[src/hw/rtl/ctsp_pkg.sv]
// shared types, constants and the known code table of the tuple stream parser
// no dependencies
`default_nettype none

package ctsp_pkg;

	localparam int MAX_LIST_BYTES = 1024;
	localparam int CNT_W = $clog2(MAX_LIST_BYTES + 1);
	localparam logic [CNT_W-1:0] MAX_CNT = CNT_W'(MAX_LIST_BYTES);

	localparam logic [7:0] CODE_NULL = 8'h00;
	localparam logic [7:0] CODE_END  = 8'hFF;
	localparam logic [7:0] LEN_END   = 8'hFF;

	localparam logic KIND_HEADER = 1'b0;
	localparam logic KIND_DATA   = 1'b1;

	typedef enum logic [1:0] {
		PH_CODE = 2'd0,
		PH_LEN  = 2'd1,
		PH_DATA = 2'd2,
		PH_DONE = 2'd3
	} phase_t;

	typedef struct packed {
		logic       known;
		logic       any_len;
		logic [7:0] len;
	} len_rule_t;

	typedef struct packed {
		logic       item_kind;
		logic [7:0] tuple_code;
		logic [7:0] tuple_length;
		logic       rejected;
		logic [7:0] data_value;
		logic [7:0] data_index;
		logic       tuple_last;
		logic       list_done;
	} result_t;

	// required length per code, or free length, or unknown
	function automatic len_rule_t known_length(input logic [7:0] c);
		len_rule_t r;
		r = '{known: 1'b1, any_len: 1'b0, len: 8'd0};
		case (c) inside
			8'h00, 8'h14:                     r.len = 8'd0;
			8'h10:                            r.len = 8'd5;
			8'h11, 8'h12, 8'h20, 8'h42,
			8'h44, 8'h45:                     r.len = 8'd4;
			8'h13:                            r.len = 8'd3;
			8'h23, 8'h43:                     r.len = 8'd2;
			8'h01, [8'h15:8'h1F], 8'h21, 8'h22,
			8'h40, 8'h41, 8'h46, 8'hFF:       r.any_len = 1'b1;
			default:                          r.known = 1'b0;
		endcase
		return r;
	endfunction

endpackage

`default_nettype wire

[src/hw/rtl/cis_tuple_stream_parser_unit.sv]
// top level of the card information structure tuple stream parser
// depends on ctsp_pkg, ctsp_parse_core and ctsp_out_reg
`default_nettype none

// Splits a card information structure, one byte per request, into tuples:
// a header result at each length byte (validated code, length, reject flag)
// and one data result per data byte. Null codes give no result; a length of
// 0xFF makes a terminator of length zero; the list ends after a terminator,
// or once a tuple completes or a null code arrives with MAX_LIST_BYTES or
// more bytes taken, and then bytes are dropped until one arrives with
// start_list set. The block takes one byte per clock cycle while the result
// register can load, and stalls while it holds a result not yet taken. Each
// byte passes one input register, then the table check and counter update
// feeding the result register. Code, null and after-end bytes give no result.

module cis_tuple_stream_parser_unit
	import ctsp_pkg::*;
(
	input  wire logic       clk,
	input  wire logic       arst_n,

	input  wire logic       in_valid,
	output logic            in_ready,
	input  wire logic       start_list,
	input  wire logic [7:0] cis_byte,

	output logic            out_valid,
	input  wire logic       out_ready,
	output logic            item_kind,
	output logic [7:0]      tuple_code,
	output logic [7:0]      tuple_length,
	output logic            rejected,
	output logic [7:0]      data_value,
	output logic [7:0]      data_index,
	output logic            tuple_last,
	output logic            list_done
);

	// input stage
	logic       valid_s1;
	logic       start_s1;
	logic [7:0] byte_s1;

	logic       has_result;
	result_t    result;
	logic       can_load;
	logic       advance;
	result_t    out_data;

	// the held byte moves on when it has no result or the result register frees up
	assign advance  = valid_s1 && (!has_result || can_load);
	assign in_ready = !valid_s1 || advance;

	always_ff @(posedge clk or negedge arst_n) begin
		if (!arst_n) begin
			valid_s1 <= 1'b0;
		end else if (in_ready) begin
			valid_s1 <= in_valid;
		end
	end

	always_ff @(posedge clk) begin
		if (in_ready && in_valid) begin
			start_s1 <= start_list;
			byte_s1  <= cis_byte;
		end
	end

	// parser state and per-byte decode, updated only when the byte moves on
	ctsp_parse_core u_core (
		.clk        (clk),
		.arst_n     (arst_n),
		.step       (advance),
		.start_list (start_s1),
		.cis_byte   (byte_s1),
		.has_result (has_result),
		.result     (result)
	);

	// result register, loads only bytes that produce a result
	ctsp_out_reg u_out (
		.clk        (clk),
		.arst_n     (arst_n),
		.load_valid (advance && has_result),
		.load_data  (result),
		.can_load   (can_load),
		.out_valid  (out_valid),
		.out_ready  (out_ready),
		.out_data   (out_data)
	);

	assign item_kind    = out_data.item_kind;
	assign tuple_code   = out_data.tuple_code;
	assign tuple_length = out_data.tuple_length;
	assign rejected     = out_data.rejected;
	assign data_value   = out_data.data_value;
	assign data_index   = out_data.data_index;
	assign tuple_last   = out_data.tuple_last;
	assign list_done    = out_data.list_done;

endmodule

`default_nettype wire

[src/hw/rtl/ctsp_parse_core.sv]
// tuple parser state and per-byte result logic
// depends on ctsp_pkg
`default_nettype none

module ctsp_parse_core
	import ctsp_pkg::*;
(
	input  wire logic       clk,
	input  wire logic       arst_n,
	input  wire logic       step,
	input  wire logic       start_list,
	input  wire logic [7:0] cis_byte,
	output logic            has_result,
	output result_t         result
);

	phase_t           phase_q, ph_e, ph_d;
	logic [7:0]       held_q, held_e, held_d;
	logic [7:0]       left_q, left_e, left_d;
	logic [7:0]       pos_q, pos_e, pos_d;
	logic [CNT_W-1:0] cnt_q, cnt_e, cnt_inc;
	logic             term_q, term_e, term_d;

	logic             limit;
	logic [7:0]       code_l, len_l, left_dec;
	len_rule_t        rule;
	logic             bad, term_l;

	// start byte resets the state seen by this byte
	always_comb begin
		ph_e   = start_list ? PH_CODE : phase_q;
		held_e = start_list ? 8'd0 : held_q;
		left_e = start_list ? 8'd0 : left_q;
		pos_e  = start_list ? 8'd0 : pos_q;
		cnt_e  = start_list ? '0 : cnt_q;
		term_e = start_list ? 1'b0 : term_q;
	end

	always_comb begin
		cnt_inc  = (cnt_e < MAX_CNT) ? cnt_e + CNT_W'(1) : cnt_e;
		limit    = (cnt_inc >= MAX_CNT);
		code_l   = (cis_byte == LEN_END) ? CODE_END : held_e;
		len_l    = (cis_byte == LEN_END) ? 8'd0 : cis_byte;
		rule     = known_length(code_l);
		bad      = !rule.known || (!rule.any_len && (rule.len != len_l));
		term_l   = (code_l == CODE_END);
		left_dec = (left_e != 8'd0) ? left_e - 8'd1 : left_e;
	end

	// next state
	always_comb begin
		ph_d   = ph_e;
		held_d = held_e;
		left_d = left_e;
		pos_d  = pos_e;
		term_d = term_e;
		case (ph_e)
			PH_CODE: begin
				if (cis_byte == CODE_NULL) begin
					if (limit) ph_d = PH_DONE;
				end else begin
					held_d = cis_byte;
					ph_d   = PH_LEN;
				end
			end
			PH_LEN: begin
				term_d = term_l;
				held_d = bad ? 8'd0 : code_l;
				if (len_l == 8'd0) begin
					ph_d = (term_l || limit) ? PH_DONE : PH_CODE;
				end else begin
					left_d = len_l;
					pos_d  = 8'd0;
					ph_d   = PH_DATA;
				end
			end
			PH_DATA: begin
				left_d = left_dec;
				pos_d  = pos_e + 8'd1;
				if (left_dec == 8'd0) ph_d = (term_e || limit) ? PH_DONE : PH_CODE;
			end
			default: ;
		endcase
	end

	// result
	always_comb begin
		has_result = 1'b0;
		result     = '0;
		case (ph_e)
			PH_LEN: begin
				has_result          = 1'b1;
				result.item_kind    = KIND_HEADER;
				result.tuple_code   = bad ? 8'd0 : code_l;
				result.tuple_length = len_l;
				result.rejected     = bad;
				result.tuple_last   = (len_l == 8'd0);
				result.list_done    = (len_l == 8'd0) && (term_l || limit);
			end
			PH_DATA: begin
				has_result          = 1'b1;
				result.item_kind    = KIND_DATA;
				result.tuple_code   = held_e;
				result.tuple_length = pos_e + left_e;
				result.rejected     = (held_e == 8'd0);
				result.data_value   = cis_byte;
				result.data_index   = pos_e;
				result.tuple_last   = (left_dec == 8'd0);
				result.list_done    = (left_dec == 8'd0) && (term_e || limit);
			end
			default: ;
		endcase
	end

	always_ff @(posedge clk or negedge arst_n) begin
		if (!arst_n) begin
			phase_q <= PH_CODE;
			held_q  <= 8'd0;
			left_q  <= 8'd0;
			pos_q   <= 8'd0;
			cnt_q   <= '0;
			term_q  <= 1'b0;
		end else if (step) begin
			phase_q <= ph_d;
			held_q  <= held_d;
			left_q  <= left_d;
			pos_q   <= pos_d;
			cnt_q   <= (ph_e == PH_DONE) ? cnt_e : cnt_inc;
			term_q  <= term_d;
		end
	end

endmodule

`default_nettype wire

[src/hw/rtl/ctsp_out_reg.sv]
// result register between parser logic and the output channel
// depends on ctsp_pkg
`default_nettype none

module ctsp_out_reg
	import ctsp_pkg::*;
(
	input  wire logic    clk,
	input  wire logic    arst_n,
	input  wire logic    load_valid,
	input  wire result_t load_data,
	output logic         can_load,
	output logic         out_valid,
	input  wire logic    out_ready,
	output result_t      out_data
);

	logic    valid_q;
	result_t data_q;

	assign can_load  = !valid_q || out_ready;
	assign out_valid = valid_q;
	assign out_data  = data_q;

	always_ff @(posedge clk or negedge arst_n) begin
		if (!arst_n) begin
			valid_q <= 1'b0;
		end else if (can_load) begin
			valid_q <= load_valid;
		end
	end

	always_ff @(posedge clk) begin
		if (can_load && load_valid) data_q <= load_data;
	end

endmodule

`default_nettype wire

[config.mk]
export PLATFORM = sky130hd
export DESIGN_NAME = cis_tuple_stream_parser_unit
export DESIGN_NICKNAME = d
export VERILOG_FILES = /design/src/hw/rtl/ctsp_pkg.sv /design/src/hw/rtl/cis_tuple_stream_parser_unit.sv /design/src/hw/rtl/ctsp_parse_core.sv /design/src/hw/rtl/ctsp_out_reg.sv
export SDC_FILE = /design/constraint.sdc
export NUM_CORES = 1
export LEC_CHECK = 0
export BUFFER_PORTS_ARGS = -buffer_cell sky130_fd_sc_hd__buf_2
export CAP_MARGIN = 5
export CELL_PAD_IN_SITES_DETAIL_PLACEMENT = 1
export CELL_PAD_IN_SITES_GLOBAL_PLACEMENT = 1
export CORE_MARGIN = 5
export CORE_UTILIZATION = 47
export DETAILED_ROUTE_END_ITERATION = 7
export PLACE_DENSITY = 0.86
export RECOVER_POWER = 25
export SYNTH_ARGS = -nofsm -noshare
export SYNTH_HDL_FRONTEND = slang
export SYNTH_SLANG_ARGS = --single-unit
export TNS_END_PERCENT = 10
[constraint.sdc]
create_clock -name clk -period 8.15 [get_ports clk]
set_input_delay 0.815 -clock clk [delete_from_list [all_inputs] [get_ports clk]]
set_output_delay 0.815 -clock clk [all_outputs]
set_load 0.03 [all_outputs]
Word level (Yosys, flattened, before mapping)

Index checks and enable logic that the tools add are counted.

Add/sub/neg operators: 4
Magnitude comparators: 4
Equal/unequal tests: 23
Multiplexer cells: 45
Reduce and logical (&&, ||, !) cells: 31

Operator list:

| operator              | count |
|---|---|
| $mux 8                | 10 |
| $eq 8x7->1 const B    | 7 |
| $pmux 8 s2            | 3 |
| $eq 8x5->1 const B    | 5 |
| $logic_not 8->1       | 5 |
| $pmux 18 s2           | 1 |
| $mux 11               | 3 |
| $eq 8x6->1 const B    | 4 |
| $mux 2                | 9 |
| $eq 8x8->1 const B    | 2 |
| $mux 1                | 14 |
| $add 11x1->11 const B | 1 |
| $ge 11x11->1 const B  | 1 |
| $lt 11x11->1 const B  | 1 |
| $mux 3                | 3 |
| $add 8x1->8 const B   | 1 |
| $add 8x8->8           | 1 |
| $eq 8x1->1 const B    | 1 |
| $ge 8x5->1 const B    | 1 |
| $le 8x5->1 const B    | 1 |
| $logic_and 1x1->1     | 8 |
| $ne 3x8->1            | 1 |
| $reduce_bool 8->1     | 1 |
| $reduce_or 8->1       | 1 |
| 10 further kinds      | 22 |

Bits in registers: 85
Input bits: 13
Output and inout bits: 38

Logic depth before layout (Yosys ltp)

Gate-level depths: netlist (run 1).

Depth after elaboration: 16
Gate-level depth with buffers: 16
Mapped depth without buffers: 9

By module

From an unflattened synthesis (run 1), not the netlist that was laid out.

Cells, all modules: 547
Area total of the unflattened synthesis: 5278.8 um^2

Modules (own cells, without submodules):

| module                       | instances | cells an instance | area an instance (um^2) |
|---|---|---|---|
| ctsp_parse_core              | 1         | 491               | 3794.9 |
| ctsp_out_reg                 | 1         | 40                | 1134.8 |
| cis_tuple_stream_parser_unit | 1         | 16                | 349.1 |

Worst setup path after synthesis (run 1)

OpenSTA, ideal clock, no wires.

Path type: register to register
Start point: register start_s1
End point: register u_out.data_q, in the netlist u_out.out_data[0], enable pin
Setup time: 398 ps
Data arrival time: 3256 ps
Required time: 7752 ps
Setup slack: 4496 ps
Cell stages (with the launch flop): 12
Cell sequence: edfxtp_1 -> buf_2 -> clkbuf_1 -> buf_2 -> buf_2 -> buf_2 -> and2b_1 -> inv_1 -> ha_1 -> clkbuf_1 -> clkbuf_1 -> and3_1

Cells in the longest elaborated chain, start to end: 9
Elaborated cells on any way between the ends: 10

Ends and longest elaborated chain:

| what                                            | line                               | source |
|---|---|---|
| start, declared                                 | cis_tuple_stream_parser_unit.sv:41 | `logic start_s1;` |
| start signal, assigned                          | cis_tuple_stream_parser_unit.sv:64 | `start_s1 <= start_list;` |
| $mux 2 (*)                                      | ctsp_parse_core.sv:31              | `ph_e = start_list ? PH_CODE : phase_q;` |
| $eq 2x1->1 / $eq 2x2->1 (equally long branches) | ctsp_parse_core.sv:90              | `case (ph_e)` |
| $reduce_or 2->1 (no line) (*)                   | --                                 |  |
| $mux 1 (*)                                      | ctsp_parse_core.sv:90              |  |
| $logic_not 1->1                                 | cis_tuple_stream_parser_unit.sv:51 | `assign advance = valid_s1 && (!has_result \|\| can_load);` |
| $logic_or 1x1->1                                | cis_tuple_stream_parser_unit.sv:51 |  |
| $logic_and 1x1->1                               | cis_tuple_stream_parser_unit.sv:51 |  |
| $logic_and 1x1->1 (*)                           | cis_tuple_stream_parser_unit.sv:84 | `.load_valid (advance && has_result),` |
| $logic_and 1x1->1 (*)                           | ctsp_out_reg.sv:34                 | `if (can_load && load_valid) data_q <= load_data;` |
| end signal, assigned                            | ctsp_out_reg.sv:34                 |  |
| end, declared                                   | ctsp_out_reg.sv:19                 | `result_t data_q;` |

Mark *: on every way between the ends. The rest lies on a longest branch, timed or not.
A chain may end at the register's enable or synchronous reset.

Worst setup path after layout (run 1)

Start point: register start_s1
End point: register u_core.held_q[0]

Cells in the longest elaborated chain, start to end: 16
Elaborated cells on any way between the ends: 61

Ends and longest elaborated chain:

| what                                                                  | line                   | source |
|---|---|---|
| $mux 8                                                                | ctsp_parse_core.sv:32  | `held_e = start_list ? 8'd0 : held_q;` |
| $mux 8                                                                | ctsp_parse_core.sv:42  | `code_l = (cis_byte == LEN_END) ? CODE_END : held_e;` |
| $ge 8x5->1 (implied by the code) / $le 8x5->1 (equally long branches) | ctsp_parse_core.sv:44  | `rule = known_length(code_l);` |
| $logic_and 1x1->1 (implied by the code)                               | ctsp_parse_core.sv:44  |  |
| $reduce_or 8->1                                                       | ctsp_pkg.sv:46         | `case (c) inside` |
| $mux 1 (6 in a row)                                                   | ctsp_pkg.sv:46         |  |
| $logic_not 1->1                                                       | ctsp_parse_core.sv:45  | `bad = !rule.known \|\| (!rule.any_len && (rule.len != len_l));` |
| $logic_and 1x1->1                                                     | ctsp_parse_core.sv:45  |  |
| $logic_or 1x1->1                                                      | ctsp_parse_core.sv:45  |  |
| $mux 8                                                                | ctsp_parse_core.sv:68  | `held_d = bad ? 8'd0 : code_l;` |
| $pmux 8 s2                                                            | ctsp_parse_core.sv:57  | `case (ph_e)` |
| end signal, assigned                                                  | ctsp_parse_core.sv:125 | `held_q <= held_d;` |
| end, declared                                                         | ctsp_parse_core.sv:18  | `logic [7:0] held_q, held_e, held_d;` |

Several ways; a longest one is shown, not always the timed one.

==> flow_metrics.env, run 1 <==
export IMPL_initial_core_util=0.484
export IMPL_rsz0062_at_grt="false"
export IMPL_maxSlewViolCount=41
export IMPL_synth_seq_cells=85
export IMPL_syn_inst=552
export IMPL_cts_resized=0
export IMPL_peakVddDrop_uv=132
export IMPL_period_share=0.486
export IMPL_critPathMaxFanout=63
export IMPL_power_leakage_nw=2.31
export IMPL_core_area_mm2=0.0109
export IMPL_required_ns=8.33
export IMPL_antenna_found_initial=0
export IMPL_hpwl_um=10900
export IMPL_synth_edff_count=45
export IMPL_min_period_ns=3.96
export IMPL_setup_viol=0
export IMPL_worst_pin_slew_ns=2.39
export IMPL_p_per_area_mw_per_mm2=307
export IMPL_area_growth_pct=10.3
export IMPL_place_gp_congestion=0.958
export IMPL_met2_usage=0.403
export IMPL_synth_avg_cell_area_um2=9.58
export IMPL_final_hold_viol_count=0
export IMPL_globalRoute_busiestLayer="met2"
export IMPL_netlist_top_cells_count="54 x nand2_1, 45 x edfxtp_1, 40 x dfrtp_1"
export IMPL_antenna_cells=0
export IMPL_ys_async_sr_fraction=0.471
export IMPL_final_setup_tns_ns=0
export IMPL_dr_pass1_iters=6
export IMPL_grt_use_met1=0.298
export IMPL_overflow=0
export IMPL_drtAntennaViolNets=0
export IMPL_clock_sinks=85
export IMPL_ys_flop_type="edfxtp_1"
export IMPL_num_rows=38
export IMPL_cp_end_kind="flop"
export IMPL_stdcell_count=722
export IMPL_path_clk_slew_ns=0.07
export IMPL_cts_buffers=9
export IMPL_register_area_mm2=0.00235
export IMPL_finalPower_w=0.00179
export IMPL_relSlewSlack=-0.590
export IMPL_max_freq_mhz=252
export IMPL_drive_above_1_share=0.141
export IMPL_grt_use_total=0.237
export IMPL_synth_top_area_cell="edfxtp_1"
export IMPL_dp_cells=706
export IMPL_dieArea_mm2=0.0135
export IMPL_io_buffers=50
export IMPL_ys_types=78
export IMPL_fp_dieW_um=116
export IMPL_multiInputGateArea_mm2=0.00273
export IMPL_io_pins=51
export IMPL_vias=4602
export IMPL_ys_top_cells_by_area="edfxtp_1 26%, dfrtp_1 19%, nand2_1 3.8%"
export IMPL_clock_latency_ns=0.34
export IMPL_critPathArrivalTime_ns=4.15
export IMPL_fillers=1248
export IMPL_status="finished with violations"
export IMPL_finClkSkew_ns=0.00818
export IMPL_routed_wl_um=15400
export IMPL_grt_pass1_wl_um=25000
export IMPL_start_kind="flop"
export IMPL_htree_levels=3
export IMPL_chipHeight_um=116
export IMPL_yosys_warnings=0
export IMPL_rrSetupSlack_ns=4.19
export IMPL_syn_nets=581
export IMPL_grt_pass1_vias=4879
export IMPL_post_route_drc_count=0
export IMPL_viasPerCell=6.37
export IMPL_grt_start_max_net_pins=64
export IMPL_cts_tree="built"
export IMPL_cts_root_buf="clkbuf_16"
export IMPL_post_cts_buffers=0
export IMPL_ys_seq_area_frac=0.445
export IMPL_max_cap_viol_count=1
export IMPL_drt_initial_drc_count=296
export IMPL_violations="max-capacitance violations, max-slew violations"
export IMPL_hold_buffers=0
export IMPL_clk_path_buf_depth=2
export IMPL_syn_cell_area_mm2=0.00529
export IMPL_yosysMostFrequentCell="nand2_1"
export IMPL_hold_class="flop to flop"
export IMPL_wl_per_cell_um=21.3
export IMPL_use_met3=0.0423
export IMPL_netlist_area_leader_share=0.256
export IMPL_criticalPathCategory="flop to flop"
export IMPL_layout_nets=606
[state kept, by name, summed over array words and instances (netlist names)]
name / count
u_core.cnt_q: 11
valid_s1: 1
u_out.out_valid: 1
u_core.term_q: 1
u_core.left_q: 8
u_out.out_data: 36
u_core.phase_q: 2
byte_s1: 8
u_core.pos_q: 8
u_core.held_q: 8
start_s1: 1
[final timing paths]
| kind | start | to | cells past startpoint |
|---|---|---|---|
| worst max-delay path | start_s1 | u_core.held_q[0] | 10 |
| worst min-delay path | u_core.cnt_q[0] | u_core.cnt_q[0] | 2 |
| worst max register to register | start_s1 | u_core.held_q[0] | 10 |
| worst min register to register | u_core.cnt_q[0] | u_core.cnt_q[0] | 2 |
| max in group asynchronous | arst_n | u_core.pos_q[3] | 1 |
| min in group asynchronous | arst_n | u_core.held_q[2] | 1 |
[layout make-up]
type / count / share of cell area
flip-flops and latches: 85 / 0.403
inverters: 14 / 0.00901
multi-input cells: 416 / 0.467
clock inverters: 7 / 0.00858
well taps: 140 / 0.0300
clock buffers: 9 / 0.0386
repair buffers: 51 / 0.0433
[cell usage in the layout (no fill, tap or decap), types with 15 or more instances in the layout]
| master | instances |
|---|---|
| o21ai_1 | 16 |
| edfxtp_1 | 45 |
| a21oi_1 | 30 |
| nor3_1 | 15 |
| ha_1 | 15 |
| nor2b_1 | 27 |
| nand2_1 | 54 |
| buf_2 | 46 |
| and2_1 | 24 |
| dfrtp_1 | 40 |
| o21ai_0 | 33 |
| nor2_1 | 26 |
[cells by family (layout without fill, tap and decap cells)]
kind of cell | count (synthesis) | after routing | synth area share
AO/OA/AOI/OAI | 163 | 163 | 0.213
XOR/XNOR | 12 | 12 | 0.0199
adder cells (fa/ha/maj) | 16 | 16 | 0.0393
buffers and inverters | 51 | 81 | 0.0402
flip-flops | 85 | 85 | 0.445
multiplexers | 9 | 9 | 0.0175
AND/OR/NAND/NOR | 216 | 216 | 0.226
[worst max-delay path: stages (launching register included)]
cell,delay [ns]
edfxtp_1,0.36
buf_4,0.33
nor2b_1,0.51
inv_1,0.15
ha_1,0.65
nand3b_1,0.25
nand2_1,0.59
nor3_1,0.24
o221a_2,0.32
a222oi_1,0.27
o21ai_1,0.13
[through the flow]
stage,util,hold WS [ns],setup WS (ns),cell area [µm²]
2_1_floorplan,-,0.461,4.50,5290
3_3_place_gp,0.509,0.477,4.64,5560
3_5_place_dp,0.509,0.499,4.29,5560
4_1_cts,0.534,0.518,4.24,5840
5_1_grt,0.533,0.541,3.90,5830
6_report,0.533,0.511,4.19,5830
[where the power goes]
part	internal [W]	switching, W	total (W)	leakage [nW]
combinational	0.000254	0.000461	0.000715	1.22
sequential	0.000561	0.000120	0.000681	0.968
clock	0.000208	0.000184	0.000392	0.128
[per-layer routing]
layer	vias up	routed length (µm)
met5	-	0
met4	0	380
met3	25	1010
met2	164	7560
met1	2290	6430
li1	2123	-
Power figures use the tool's default switching activity.
==> inputs of run 2 (changes only) <==
CORE_UTILIZATION = 42   (was 47)
PLACE_DENSITY = 0.82   (was 0.86)
clock period = 3.5 ns   (was 8.15 ns; I/O delays follow)
==> run 2 against run 1 <==
Net effect: the run still ends with max-capacitance violations, max-slew violations left; combinational power increased by 140%; critical path type unchanged; first-iteration DRC count is 38% higher; routed wire length grew 2.1%; largest power group unchanged; via count is 1.5% higher; clock skew is 0.0030 ns lower; cell area grew 2.0%; register-to-register slack worse by 3.8 ns.
==> flow_metrics.env, run 2 (synthesis results as in run 1) <==
export IMPL_rr_startpoint="start_s1"
export IMPL_fillers=1445
export IMPL_rsz0062_at_grt="false"
export IMPL_largest_register_ffs=36
export IMPL_dp_slack_ns=0.473
export IMPL_status="finished with violations"
export IMPL_num_rows=41
export IMPL_peakVddDrop_uv=238
export IMPL_worst_pin_slew_ns=2.28
export IMPL_cp_end_kind="flop"
export IMPL_grt_pass1_wl_um=25400
export IMPL_grt_start_max_net_pins=41
export IMPL_antenna_cells=0
export IMPL_hold_class="input pin to flop"
export IMPL_r2r_end="u_core.phase_q[0]"
export IMPL_clk_path_buf_depth=2
export IMPL_path_clk_slew_ns=0.06
export IMPL_final_hold_viol_count=0
export IMPL_cts_resized=0
export IMPL_post_cts_buffers=0
export IMPL_maxSlewViolCount=41
export IMPL_power_leakage_nw=2.37
export IMPL_path_cells="nor2b_1 > inv_1 > ha_1 > or4b_1 > nor4_1 > a211o_1 > nor3b_4 > nand3b_4 > a41oi_2"
export IMPL_design_area_mm2=0.00595
export IMPL_placedInstanceArea_mm2=0.00569
export IMPL_max_cap_viol_count=1
export IMPL_drt_initial_drc_count=408
export IMPL_power_frac_comb=0.411
export IMPL_drive_above_1_share=0.150
export IMPL_period_share=0.888
export IMPL_cts_root_buf="clkbuf_16"
export IMPL_grt_pass1_vias=4837
export IMPL_overflow=0
export IMPL_htree_levels=3
export IMPL_holdPathStages=1
export IMPL_io_pins=51
export IMPL_pwr_share_seq=0.379
export IMPL_hold_buffers=0
export IMPL_clock_sinks=85
export IMPL_drtAntennaViolNets=0
export IMPL_multiInputGateArea_mm2=0.00273
export IMPL_final_common_cell="nand2_1"
export IMPL_switching_share=0.419
export IMPL_violations="max-capacitance violations, max-slew violations"
export IMPL_dieArea_mm2=0.0149
export IMPL_viasPerCell=6.10
export IMPL_final_cell_mix="54 x nand2_1, 46 x buf_2, 45 x edfxtp_1"
export IMPL_io_buffers=50
export IMPL_cts_tree="built"
export IMPL_max_freq_mhz=322
export IMPL_initial_core_util=0.424
export IMPL_crit_path_top_delay_cell="edfxtp_1"
export IMPL_grt_use_total=0.220
export IMPL_critPathMaxFanout=9
export IMPL_relSlewSlack=-0.519
export IMPL_fin_ws_ns=0.392
export IMPL_post_route_drc_count=0
export IMPL_core_area_mm2=0.0125
export IMPL_setup_viol=0
export IMPL_clkPwrFrac=0.210
export IMPL_register_area_mm2=0.00235
export IMPL_start_kind="flop"
export IMPL_hold_path_end="byte_s1[0]"
export IMPL_p_per_area_mw_per_mm2=700
export IMPL_min_period_ns=3.11
export IMPL_reg2regPathDepth=9
export IMPL_criticalPathCategory="flop to flop"
export IMPL_antenna_found_initial=0
export IMPL_final_setup_tns_ns=0
export IMPL_vias=4671
export IMPL_clock_latency_ns=0.35
export IMPL_critPathArrivalTime_ns=3.30
export IMPL_cp_slowest_stage_delay_ns=0.54
export IMPL_intPower_w=0.00242
export IMPL_routed_wl_um=15700
export IMPL_min_delay_start="cis_byte[0]"
export IMPL_fp_dieW_um=122
export IMPL_area_growth_pct=12.5
export IMPL_p_sw_w=0.00175
export IMPL_chipHeight_um=122
export IMPL_hpwl_um=11600
export IMPL_wl_per_cell_um=20.5
export IMPL_dr_pass1_iters=6
export IMPL_place_gp_congestion=0.951
export IMPL_required_ns=3.69
export IMPL_rrSetupSlack_ns=0.39
export IMPL_cts_buffers=9
export IMPL_layout_nets=618
export IMPL_finClkSkew_ns=0.00516
run 2: layout make-up:
class	instances	area share
timing repair buffer	63	0.0576
clock buffer	13	0.0421
multi-input combinational	416	0.458
sequential	85	0.395
tap	172	0.0362
clock inverter	3	0.00210
inverter	14	0.00883
run 2: power by group through the flow:
stage / registers, W / clock network (W) / logic, W
floorplan: 0.00163 / 0 / 0.00118
global placement: 0.00157 / 0 / 0.00164
detailed placement: 0.00158 / 0 / 0.00170
CTS: 0.00157 / 0.000894 / 0.00171
global route: 0.00160 / 0.000942 / 0.00186
finish: 0.00158 / 0.000873 / 0.00171
run 2: how the worst max path moves through the flow:
stage	startpoint	to	depth (start not counted)
3_5_place_dp	start_s1	u_core.phase_q[0]	9
5_1_grt	start_s1	u_core.held_q[0]	9
3_3_place_gp	start_s1	u_core.phase_q[0]	9
2_1_floorplan	start_s1	u_core.held_q[0]	15
6_report	start_s1	u_core.phase_q[0]	9
4_1_cts	start_s1	u_core.phase_q[0]	9
run 2: critical path, delay by kind of cell (launching register included):
kind / cells / cell delay [ns]
and+or+nand+nor: 5 / 1.64
DFF: 1 / 0.54
AOI/OAI and AO/OA: 2 / 0.29
buffers and inverters: 1 / 0.13
adders and majority gates: 1 / 0.35
run 2: stage by stage:
step	hold WS, ns	std cells	utilization	total power [W]
after CTS	0.164	766	0.478	0.00417
after detailed placement	0.490	750	0.457	0.00328
after floorplan	0.0544	552	-	0.00280
final	0.175	766	0.477	0.00416
after global routing	0.165	766	0.477	0.00441
after global placement	0.480	750	0.457	0.00321
run 2: metal layers:
metal  wire length (µm)  GRT usage  vias to the layer above
met1               6790      0.281                     2362
met2               7660      0.368                      153
met5                  0          0                        -
li1                   -          -                     2133
met4                327     0.0819                        0
met3                928     0.0461                       23
